`config.mk`:
```
export PLATFORM = sky130hd
export DESIGN_NAME = log_line_field_tokenizer_top
export DESIGN_NICKNAME = d
export VERILOG_FILES = /design/src/hdl/lft_pkg.sv /design/src/hdl/lft_stack.sv /design/src/hdl/lft_front.sv /design/src/hdl/lft_queue.sv /design/src/hdl/lft_back.sv /design/src/hdl/log_line_field_tokenizer_top.sv
export SDC_FILE = /design/constraint.sdc
export NUM_CORES = 1
export LEC_CHECK = 0
export ABC_AREA = 1
export BUFFER_PORTS_ARGS = -buffer_cell sky130_fd_sc_hd__buf_2
export CORE_ASPECT_RATIO = 1.5
export CORE_MARGIN = 2
export CORE_UTILIZATION = 35
export DETAILED_ROUTE_END_ITERATION = 10
export SETUP_SLACK_MARGIN = 0.02
export SYNTH_ARGS = -nofsm -noshare
export SYNTH_HDL_FRONTEND = slang
export SYNTH_SLANG_ARGS = --single-unit
```
`constraint.sdc`:
```
create_clock -name aclk -period 12.67 [get_ports aclk]
set_input_delay 2.534 -clock aclk [delete_from_list [all_inputs] [get_ports aclk]]
set_output_delay 2.534 -clock aclk [all_outputs]
set_load 0.05 [all_outputs]
```
`src/hdl/lft_pkg.sv`:
```
// ----------------------------------------------------------------------------
// Log line field tokenizer package
// Shared constants, codes, record types and delimiter helpers.
// ----------------------------------------------------------------------------
package lft_pkg;

    localparam int STACK_DEPTH_DEF = 16;
    localparam int QUEUE_DEPTH     = 2;

    // Characters the tokenizer reacts to.
    localparam logic [7:0] CH_LBRACK = 8'h5B;
    localparam logic [7:0] CH_RBRACK = 8'h5D;
    localparam logic [7:0] CH_LBRACE = 8'h7B;
    localparam logic [7:0] CH_RBRACE = 8'h7D;
    localparam logic [7:0] CH_DQUOTE = 8'h22;
    localparam logic [7:0] CH_SQUOTE = 8'h27;
    localparam logic [7:0] CH_TAB    = 8'h09;
    localparam logic [7:0] CH_SPACE  = 8'h20;

    // Delimiter codes shared by the nesting and strip stacks.
    localparam logic [2:0] CODE_LBRACK = 3'd0;
    localparam logic [2:0] CODE_RBRACK = 3'd1;
    localparam logic [2:0] CODE_LBRACE = 3'd2;
    localparam logic [2:0] CODE_RBRACE = 3'd3;
    localparam logic [2:0] CODE_DQUOTE = 3'd4;
    localparam logic [2:0] CODE_SQUOTE = 3'd5;
    localparam logic [2:0] CODE_NONE   = 3'd6;

    // Result kinds.
    localparam logic KIND_BYTE = 1'b0;
    localparam logic KIND_END  = 1'b1;

    // Result slots of one input step, in delivery order.
    localparam int SLOT_PREV  = 0;
    localparam int SLOT_FINAL = 1;
    localparam int SLOT_END   = 2;

    typedef struct packed {
        logic       push;
        logic       pop;
        logic       clear;
        logic [2:0] code;
    } lft_stk_cmd_t;

    typedef struct packed {
        logic       has;
        logic [2:0] top;
        logic       overflow;
    } lft_stk_stat_t;

    // Up to three results caused by one input byte.
    typedef struct packed {
        logic [2:0] slot_v;
        logic [7:0] ch_prev;
        logic [7:0] ch_final;
        logic       line_done;
        logic       overflow;
    } lft_rec_t;

    function automatic logic [2:0] delim_code(input logic [7:0] c);
        logic [2:0] r;
        unique case (c)
            CH_LBRACK: r = CODE_LBRACK;
            CH_RBRACK: r = CODE_RBRACK;
            CH_LBRACE: r = CODE_LBRACE;
            CH_RBRACE: r = CODE_RBRACE;
            CH_DQUOTE: r = CODE_DQUOTE;
            CH_SQUOTE: r = CODE_SQUOTE;
            default:   r = CODE_NONE;
        endcase
        return r;
    endfunction

    function automatic logic closes(input logic [2:0] top, input logic [7:0] c);
        return (top == CODE_LBRACK && c == CH_RBRACK) ||
               (top == CODE_LBRACE && c == CH_RBRACE) ||
               (top == CODE_DQUOTE && c == CH_DQUOTE) ||
               (top == CODE_SQUOTE && c == CH_SQUOTE);
    endfunction

endpackage

```
`src/hdl/lft_stack.sv`:
```
// ----------------------------------------------------------------------------
// Delimiter stack
// Saturating stack with the top held in a register and the entry below it
// prefetched from the memory every cycle, so a pop needs no memory read.
// ----------------------------------------------------------------------------
module lft_stack #(
    parameter int DEPTH = lft_pkg::STACK_DEPTH_DEF
) (
    input  logic                  aclk,
    input  logic                  aresetn,
    input  lft_pkg::lft_stk_cmd_t cmd,
    output lft_pkg::lft_stk_stat_t stat
);
    import lft_pkg::*;

    localparam int CW = $clog2(DEPTH + 1);
    localparam int AW = $clog2(DEPTH);

    logic [2:0]    mem [DEPTH];
    logic [CW-1:0] count_reg;
    logic [CW-1:0] count_next;
    logic [CW-1:0] below_idx;
    logic [2:0]    top_reg;
    logic [2:0]    below_reg;
    logic          full;
    logic          do_push;
    logic          do_pop;

    assign full      = (count_reg == CW'(DEPTH));
    assign do_push   = cmd.push && !full;
    assign do_pop    = cmd.pop && (count_reg != '0);
    assign below_idx = count_next - CW'(2);

    always_comb begin
        priority if (cmd.clear) begin
            count_next = '0;
        end else if (do_push) begin
            count_next = count_reg + CW'(1);
        end else if (do_pop) begin
            count_next = count_reg - CW'(1);
        end else begin
            count_next = count_reg;
        end
    end

    always_ff @(posedge aclk) begin
        if (!aresetn) begin
            count_reg <= '0;
        end else begin
            count_reg <= count_next;
        end
    end

    // The read address tracks the entry under the next top, so the
    // registered data is the new top whenever the following beat pops.
    always_ff @(posedge aclk) begin
        if (do_push) begin
            mem[count_reg[AW-1:0]] <= cmd.code;
        end
        below_reg <= mem[below_idx[AW-1:0]];
    end

    always_ff @(posedge aclk) begin
        if (do_push) begin
            top_reg <= cmd.code;
        end else if (do_pop) begin
            top_reg <= below_reg;
        end
    end

    assign stat.has      = (count_reg != '0);
    assign stat.top      = top_reg;
    assign stat.overflow = cmd.push && full;

endmodule

```
`src/hdl/lft_front.sv`:
```
// ----------------------------------------------------------------------------
// Tokenizer front end
// Classifies each byte, keeps the token state and both stacks, and forms the
// record of results that the byte causes.
// ----------------------------------------------------------------------------
module lft_front #(
    parameter int STACK_DEPTH = lft_pkg::STACK_DEPTH_DEF
) (
    input  logic              aclk,
    input  logic              aresetn,
    input  logic              accept,
    input  logic [7:0]        char_in,
    input  logic              line_last,
    output logic              rec_push,
    output lft_pkg::lft_rec_t rec
);
    import lft_pkg::*;

    logic [7:0] held_byte_reg;
    logic       held_valid_reg;
    logic       at_start_reg;
    logic       after_space_reg;
    logic       ovf_reg;

    lft_stk_cmd_t  nest_cmd;
    lft_stk_cmd_t  strip_cmd;
    lft_stk_stat_t nest_stat;
    lft_stk_stat_t strip_stat;

    logic [7:0] c;
    logic [2:0] code;
    logic       is_space;
    logic       collapsed;
    logic       is_quote;
    logic       nest_hit;
    logic       tok;
    logic       split;
    logic       strip_push;
    logic       take;
    logic [7:0] held_mid;
    logic       held_mid_v;
    logic       start_mid;
    logic       drop;
    logic       ovf_now;

    always_comb begin
        c         = (char_in == CH_TAB) ? CH_SPACE : char_in;
        is_space  = (c == CH_SPACE);
        collapsed = is_space && after_space_reg;
        code      = delim_code(c);
        is_quote  = (code == CODE_DQUOTE) || (code == CODE_SQUOTE);
        nest_hit  = nest_stat.has && (nest_stat.top == code);

        // A space outside nesting ends the token; collapsed spaces only act when they end the line.
        tok   = !collapsed && !(is_space && !nest_stat.has);
        split = line_last || (!collapsed && is_space && !nest_stat.has);

        // Delimiters before the first kept byte go onto the strip stack.
        strip_push = tok && !held_valid_reg && (code != CODE_NONE);
        take       = tok && !strip_push;
        held_mid   = take ? c : held_byte_reg;
        held_mid_v = take || held_valid_reg;
        start_mid  = tok ? 1'b0 : at_start_reg;
        drop       = split && held_mid_v && strip_stat.has &&
                     closes(strip_stat.top, held_mid);

        nest_cmd.code  = code;
        nest_cmd.clear = accept && line_last;
        nest_cmd.push  = accept && !collapsed &&
                         ((code == CODE_LBRACK) || (code == CODE_LBRACE) ||
                          (is_quote && !nest_hit));
        nest_cmd.pop   = accept && !collapsed && nest_stat.has &&
                         ((is_quote && nest_hit) ||
                          (code == CODE_RBRACK && nest_stat.top == CODE_LBRACK) ||
                          (code == CODE_RBRACE && nest_stat.top == CODE_LBRACE));

        strip_cmd.code  = code;
        strip_cmd.clear = accept && line_last;
        strip_cmd.push  = accept && strip_push;
        strip_cmd.pop   = accept && drop;

        ovf_now = ovf_reg || nest_stat.overflow || strip_stat.overflow;

        rec.slot_v[SLOT_PREV]  = take && held_valid_reg;
        rec.slot_v[SLOT_FINAL] = split && held_mid_v && !drop;
        rec.slot_v[SLOT_END]   = split && (!start_mid || line_last);
        rec.ch_prev            = held_byte_reg;
        rec.ch_final           = held_mid;
        rec.line_done          = line_last;
        rec.overflow           = ovf_now;

        rec_push = accept && (rec.slot_v != '0);
    end

    always_ff @(posedge aclk) begin
        if (!aresetn) begin
            held_byte_reg   <= '0;
            held_valid_reg  <= 1'b0;
            at_start_reg    <= 1'b1;
            after_space_reg <= 1'b1;
            ovf_reg         <= 1'b0;
        end else if (accept) begin
            held_byte_reg   <= held_mid;
            held_valid_reg  <= split ? 1'b0 : held_mid_v;
            at_start_reg    <= split ? 1'b1 : start_mid;
            after_space_reg <= line_last ? 1'b1 : (collapsed ? after_space_reg : is_space);
            ovf_reg         <= line_last ? 1'b0 : ovf_now;
        end
    end

    lft_stack #(.DEPTH(STACK_DEPTH)) u_nest (
        .aclk    (aclk),
        .aresetn (aresetn),
        .cmd     (nest_cmd),
        .stat    (nest_stat)
    );

    lft_stack #(.DEPTH(STACK_DEPTH)) u_strip (
        .aclk    (aclk),
        .aresetn (aresetn),
        .cmd     (strip_cmd),
        .stat    (strip_stat)
    );

endmodule

```
`src/hdl/lft_queue.sv`:
```
// ----------------------------------------------------------------------------
// Record queue
// Short FIFO of result records between the front end and the back end.
// ----------------------------------------------------------------------------
module lft_queue (
    input  logic              aclk,
    input  logic              aresetn,
    input  logic              push,
    input  lft_pkg::lft_rec_t push_rec,
    input  logic              pop,
    output logic              full,
    output logic              not_empty,
    output lft_pkg::lft_rec_t head
);
    import lft_pkg::*;

    localparam int PW = $clog2(QUEUE_DEPTH);
    localparam int CW = $clog2(QUEUE_DEPTH + 1);

    lft_rec_t      entry_reg [QUEUE_DEPTH];
    logic [PW-1:0] wr_ptr_reg;
    logic [PW-1:0] rd_ptr_reg;
    logic [CW-1:0] count_reg;
    logic          do_pop;

    assign full      = (count_reg == CW'(QUEUE_DEPTH));
    assign not_empty = (count_reg != '0);
    assign head      = entry_reg[rd_ptr_reg];
    assign do_pop    = pop && not_empty;

    always_ff @(posedge aclk) begin
        if (push) begin
            entry_reg[wr_ptr_reg] <= push_rec;
        end
    end

    always_ff @(posedge aclk) begin
        if (!aresetn) begin
            wr_ptr_reg <= '0;
            rd_ptr_reg <= '0;
            count_reg  <= '0;
        end else begin
            if (push) begin
                wr_ptr_reg <= (wr_ptr_reg == PW'(QUEUE_DEPTH - 1)) ? '0 : wr_ptr_reg + PW'(1);
            end
            if (do_pop) begin
                rd_ptr_reg <= (rd_ptr_reg == PW'(QUEUE_DEPTH - 1)) ? '0 : rd_ptr_reg + PW'(1);
            end
            if (push && !do_pop) begin
                count_reg <= count_reg + CW'(1);
            end else if (do_pop && !push) begin
                count_reg <= count_reg - CW'(1);
            end
        end
    end

endmodule

```
`src/hdl/lft_back.sv`:
```
// ----------------------------------------------------------------------------
// Tokenizer back end
// Walks the valid slots of the head record and delivers one result beat per
// cycle through the output register, while a record waits and m_ready is high.
// ----------------------------------------------------------------------------
module lft_back (
    input  logic              aclk,
    input  logic              aresetn,
    input  logic              head_valid,
    input  lft_pkg::lft_rec_t head,
    output logic              pop,
    output logic              m_valid,
    input  logic              m_ready,
    output logic              m_item_kind,
    output logic [7:0]        m_char_out,
    output logic              m_line_done,
    output logic              m_stack_overflow,
    output logic              m_run_last
);
    import lft_pkg::*;

    logic [2:0] sent_reg;
    logic [2:0] remaining;
    logic [2:0] sel;
    logic       last_one;
    logic       load;
    logic       m_valid_reg;
    logic       kind_reg;
    logic [7:0] char_reg;
    logic       done_reg;
    logic       ovf_reg;
    logic       run_last_reg;

    always_comb begin
        remaining = head.slot_v & ~sent_reg;
        priority if (remaining[SLOT_PREV]) begin
            sel = 3'b001;
        end else if (remaining[SLOT_FINAL]) begin
            sel = 3'b010;
        end else begin
            sel = 3'b100;
        end
        last_one = ((remaining & ~sel) == '0);
        load     = head_valid && (!m_valid_reg || m_ready);
        pop      = load && last_one;
    end

    always_ff @(posedge aclk) begin
        if (!aresetn) begin
            m_valid_reg <= 1'b0;
            sent_reg    <= '0;
        end else if (load) begin
            m_valid_reg <= 1'b1;
            sent_reg    <= last_one ? 3'b000 : (sent_reg | sel);
        end else if (m_ready) begin
            m_valid_reg <= 1'b0;
        end
    end

    always_ff @(posedge aclk) begin
        if (load) begin
            kind_reg     <= sel[SLOT_END] ? KIND_END : KIND_BYTE;
            char_reg     <= sel[SLOT_PREV] ? head.ch_prev :
                            (sel[SLOT_FINAL] ? head.ch_final : 8'h00);
            done_reg     <= sel[SLOT_END] && head.line_done;
            ovf_reg      <= head.overflow;
            run_last_reg <= last_one;
        end
    end

    assign m_valid          = m_valid_reg;
    assign m_item_kind      = kind_reg;
    assign m_char_out       = char_reg;
    assign m_line_done      = done_reg;
    assign m_stack_overflow = ovf_reg;
    assign m_run_last       = run_last_reg;

endmodule

```
`src/hdl/log_line_field_tokenizer_top.sv`:
```
// Path: a byte's result record is written into the queue as the byte is accepted,
// and the queue head is then loaded into the output register beat by beat.
// Throughput: one byte per cycle while the queue has room; a byte that causes
// several results holds the back end while its output register sends them one by one.
// Reset: synchronous, active low; clears counts, flags and valid bits. Stack
// entries are not cleared and need no clearing pass.
// ----------------------------------------------------------------------------
// Log line field tokenizer
// Splits a byte stream of log lines into quote and bracket aware tokens.
// ----------------------------------------------------------------------------
module log_line_field_tokenizer_top #(
    parameter int STACK_DEPTH = lft_pkg::STACK_DEPTH_DEF
) (
    input  logic       aclk,
    input  logic       aresetn,
    input  logic       s_valid,
    output logic       s_ready,
    input  logic [7:0] s_char_in,
    input  logic       s_line_last,
    output logic       m_valid,
    input  logic       m_ready,
    output logic       m_item_kind,
    output logic [7:0] m_char_out,
    output logic       m_line_done,
    output logic       m_stack_overflow,
    output logic       m_run_last
);
    import lft_pkg::*;

    logic     accept;
    logic     rec_push;
    lft_rec_t rec;
    lft_rec_t head;
    logic     q_full;
    logic     q_not_empty;
    logic     q_pop;

    assign s_ready = !q_full;
    assign accept  = s_valid && s_ready;

    lft_front #(.STACK_DEPTH(STACK_DEPTH)) u_front (
        .aclk      (aclk),
        .aresetn   (aresetn),
        .accept    (accept),
        .char_in   (s_char_in),
        .line_last (s_line_last),
        .rec_push  (rec_push),
        .rec       (rec)
    );

    lft_queue u_queue (
        .aclk      (aclk),
        .aresetn   (aresetn),
        .push      (rec_push),
        .push_rec  (rec),
        .pop       (q_pop),
        .full      (q_full),
        .not_empty (q_not_empty),
        .head      (head)
    );

    lft_back u_back (
        .aclk             (aclk),
        .aresetn          (aresetn),
        .head_valid       (q_not_empty),
        .head             (head),
        .pop              (q_pop),
        .m_valid          (m_valid),
        .m_ready          (m_ready),
        .m_item_kind      (m_item_kind),
        .m_char_out       (m_char_out),
        .m_line_done      (m_line_done),
        .m_stack_overflow (m_stack_overflow),
        .m_run_last       (m_run_last)
    );

endmodule

```
==> results.yml <==
logic_synthesis:
  yosys.cell_count.top_type: "nand2_1"
  synth_edf_count: 156
  syn_nets: 959
  ys_top_cells_by_count: "nand2_1 (203), edfxtp_1 (156), inv_1 (125), nand3_1 (123), nor2_1 (83)"
  yosysWarnings: 0
  syn_area_sq_um: 8980
  yosys_register_bits: 193
  synth_flop_cell: "edfxtp_1"
  yosys.cell_types.count: 41
  synthCells: 933
  yosys.area.top_type: "edfxtp_1"
  synth.top_cells.by_area: "edfxtp_1 (52%), nand2_1 (8.5%), dfxtp_1 (8.2%)"
  synth_top_area_share_pct: 52.2
  synth_seq_area_share_pct: 60.4
  postSynthAreaPerCell_sq_um: 9.62
  synthArstFlopShare_pct: 0
critical_path:
  path_class: "input port to flop"
  worstPathRequired_ns: 13.00
  cp_max_fo: 34
  slowest_delay_ns: 0.71
  crit_path_end_kind: "flop"
  critical_path.slowest_cell: "nor2_1"
  r2r_cells: 14
  timing.rr.end: "u_front.u_nest.below_reg[2]"
  critPathBufInv: 8
  cp_cell_sequence: "buf_2 -> inv_1 -> nor3_1 -> inv_1 -> a21oi_2 -> inv_1 -> buf_4 -> o21bai_2 -> inv_2 -> nand2_1 -> nand3_1 -> o21ai_0 -> nand2_1 -> nand3_1 -> o21ai_0 -> nor2_1 -> inv_2 -> ha_1 -> inv_1 -> nand3_1 -> nand3_1 -> nand2_1"
  r2r-start: "u_queue.count_reg[0]"
  critPathLaunchType: "input port"
  critPathTopFamily: "simple AND/OR/NAND/NOR gates"
  arrival_ns: 6.56
  rrSetupSlack_ns: 8.27
cells_and_area:
  fin_area_sq_um: 10100
  nets: 981
  utilization_pct: 40.0
  drive_above_1_share_pct: 10.2
  area_delta_synth_final_pct: 12.0
  fill_cells: 2444
  ff_latch_area_sq_um: 5430
  multi_input_area_sq_um: 2910
  n_antenna_cell: 0
floorplanning:
  std_cell_rows: 71
  die_y_um: 200
  dieArea_sq_um: 27000
  dieWidth_um: 135
  initial_utilization_pct: 35.7
  io_pins: 27
  core_sq_um: 25100
grt:
  antenna_found_initial: 0
  grt_pass1_vias: 6305
  grt_overflow: 0
  grt_use_total_pct: 15.4
  grt_max_degree: 60
  grt_first_pass_wirelength_um: 32000
clock_tree:
  ctsHoldBuffers: 0
  cts_buffers: 17
  ctsResizeCount: 0
  htree_levels: 4
  cts_root_buffer: "clkbuf_16"
  clkSinkCount: 193
  clockBufferDepth: 2
  tritoncts: "built"
  insertion_delay_ns: 0.44
  clk_pin_slew_ns: 0.07
  cts_setup_buffers: 0
timing:
  period_needed_ns: 6.23
  setup_viol: 0
  post-route-period-util_pct: 49.2
  slew_headroom_pct: 35.0
  drv_slew: 0
  fmaxAchievable_mhz: 161
  timing.hold.ws_ns: 0.457
  skew_ns: 0.0159
  tightest_slew_ns: 0.976
  hold_viol: 0
  rsz0062_at_grt: "no"
  setup_tns_ns: 0
routing:
  drc: 0
  vias_per_cell: 4.83
  ant_nets: 0
  wl_um: 20000
  wl_per_cell_um: 15.4
  vias: 6262
  first_iter_violations: 504
  drtPass1Iterations: 5
worst_hold_path:
  hold_start: "u_back.sent_reg[2]"
  hold_path_depth: 2
  holdPathEnd: "u_back.sent_reg[2]"
  hold_path_class: "flop to flop"
power:
  p_leak_nw: 4.13
  peakVddDrop_mv: 0.0933
  p_total_w: 0.00161
  power_density_nw_per_um2: 160
placed_design:
  gp_congestion: 0.843
  place_area_sq_um: 9430
  hpwl_um: 14000
  numPortBuffers: 26
outcome:
  status: "complete, no violations"
job:
  drv_cap: 0
==> through the flow <==
stage | setup slack [ns] | std cells
after floorplan | 6.62 | 933
after global placement | 6.04 | 1264
after detailed placement | 5.95 | 1264
after CTS | 6.36 | 1296
after global routing | 5.89 | 1296
final | 6.44 | 1296
==> final cells by class <==
class | instances | area share (%)
Sequential cell | 193 | 53.9
Multi-Input combinational cell | 578 | 28.9
Inverter | 132 | 4.93
Clock buffer | 18 | 4.37
Tap cell | 328 | 4.08
Clock inverter | 14 | 1.94
Timing Repair Buffer | 33 | 1.82
==> worst reg2reg max path, stage by stage, from the launching register on <==
cell     delay, ns
dfxtp_1       0.32
inv_1         0.11
nand2_1       0.09
nand2_1       0.48
inv_1         0.45
nand2_2       0.14
buf_4         0.55
o21ai_0       0.22
nor2_1        0.71
inv_2         0.31
ha_1          0.47
inv_1         0.20
nand3_1       0.11
nand3_1       0.09
nand2_1       0.05
==> power breakdown <==
part	leakage [nW]	total [W]	internal (W)	switching, W
Clock	0.300	0.000566	0.000322	0.000244
Sequential	1.79	0.000775	0.000751	0.0000248
Combinational	2.05	0.000270	0.0000633	0.000206
Total	4.13	0.00161	0.00114	0.000475
==> placed cells by master (no fill, tap or decap), types with 4 or more instances in the layout <==
cell type	count
edfxtp_1	156
inv_2	6
inv_1	125
o21ai_0	30
xor2_1	6
dfxtp_1	37
nand4_1	6
a21o_1	8
nand3b_1	35
o211ai_1	4
nand3_1	123
nor2_1	81
buf_2	26
ha_1	13
nor3_1	4
o21ai_1	4
buf_4	7
nand2_1	202
a21oi_1	25
clkbuf_16	17
nand2_2	7
==> cells by family (layout without fill, tap and decap cells) <==
family,count (synthesis),after routing,share of synthesized area (%)
flip-flops,193,193,60.4
AND/OR/NAND/NOR,474,474,24.1
multiplexers,1,1,0.111
adder cells (fa/ha/maj),13,13,1.81
AO/OA/AOI/OAI,81,81,5.30
buffers and inverters,162,197,7.27
XOR/XNOR,9,9,0.962
==> metal layers <==
metal	up-vias	share of wire, %	track usage (%)
met5	-	0	0
met4	0	2.5	6.65
met3	32	2.9	2.63
met2	110	56	29.7
met1	2967	38	15.9
li1	3153	-	-
==> worst max path at each step <==
stage	to	cells after the start	from	slack, ns
after floorplan	u_front.u_nest.below_reg[2]	22	s_char_in[4]	6.62
after global placement	u_front.u_nest.below_reg[0]	22	s_char_in[4]	6.04
after detailed placement	u_front.u_nest.below_reg[2]	20	s_char_in[4]	5.95
after CTS	u_front.u_nest.below_reg[2]	22	s_char_in[4]	6.36
after global routing	u_front.u_nest.below_reg[1]	22	s_char_in[4]	5.89
final	u_front.u_nest.below_reg[2]	22	s_char_in[4]	6.44
(Power assumes the default switching activity.)
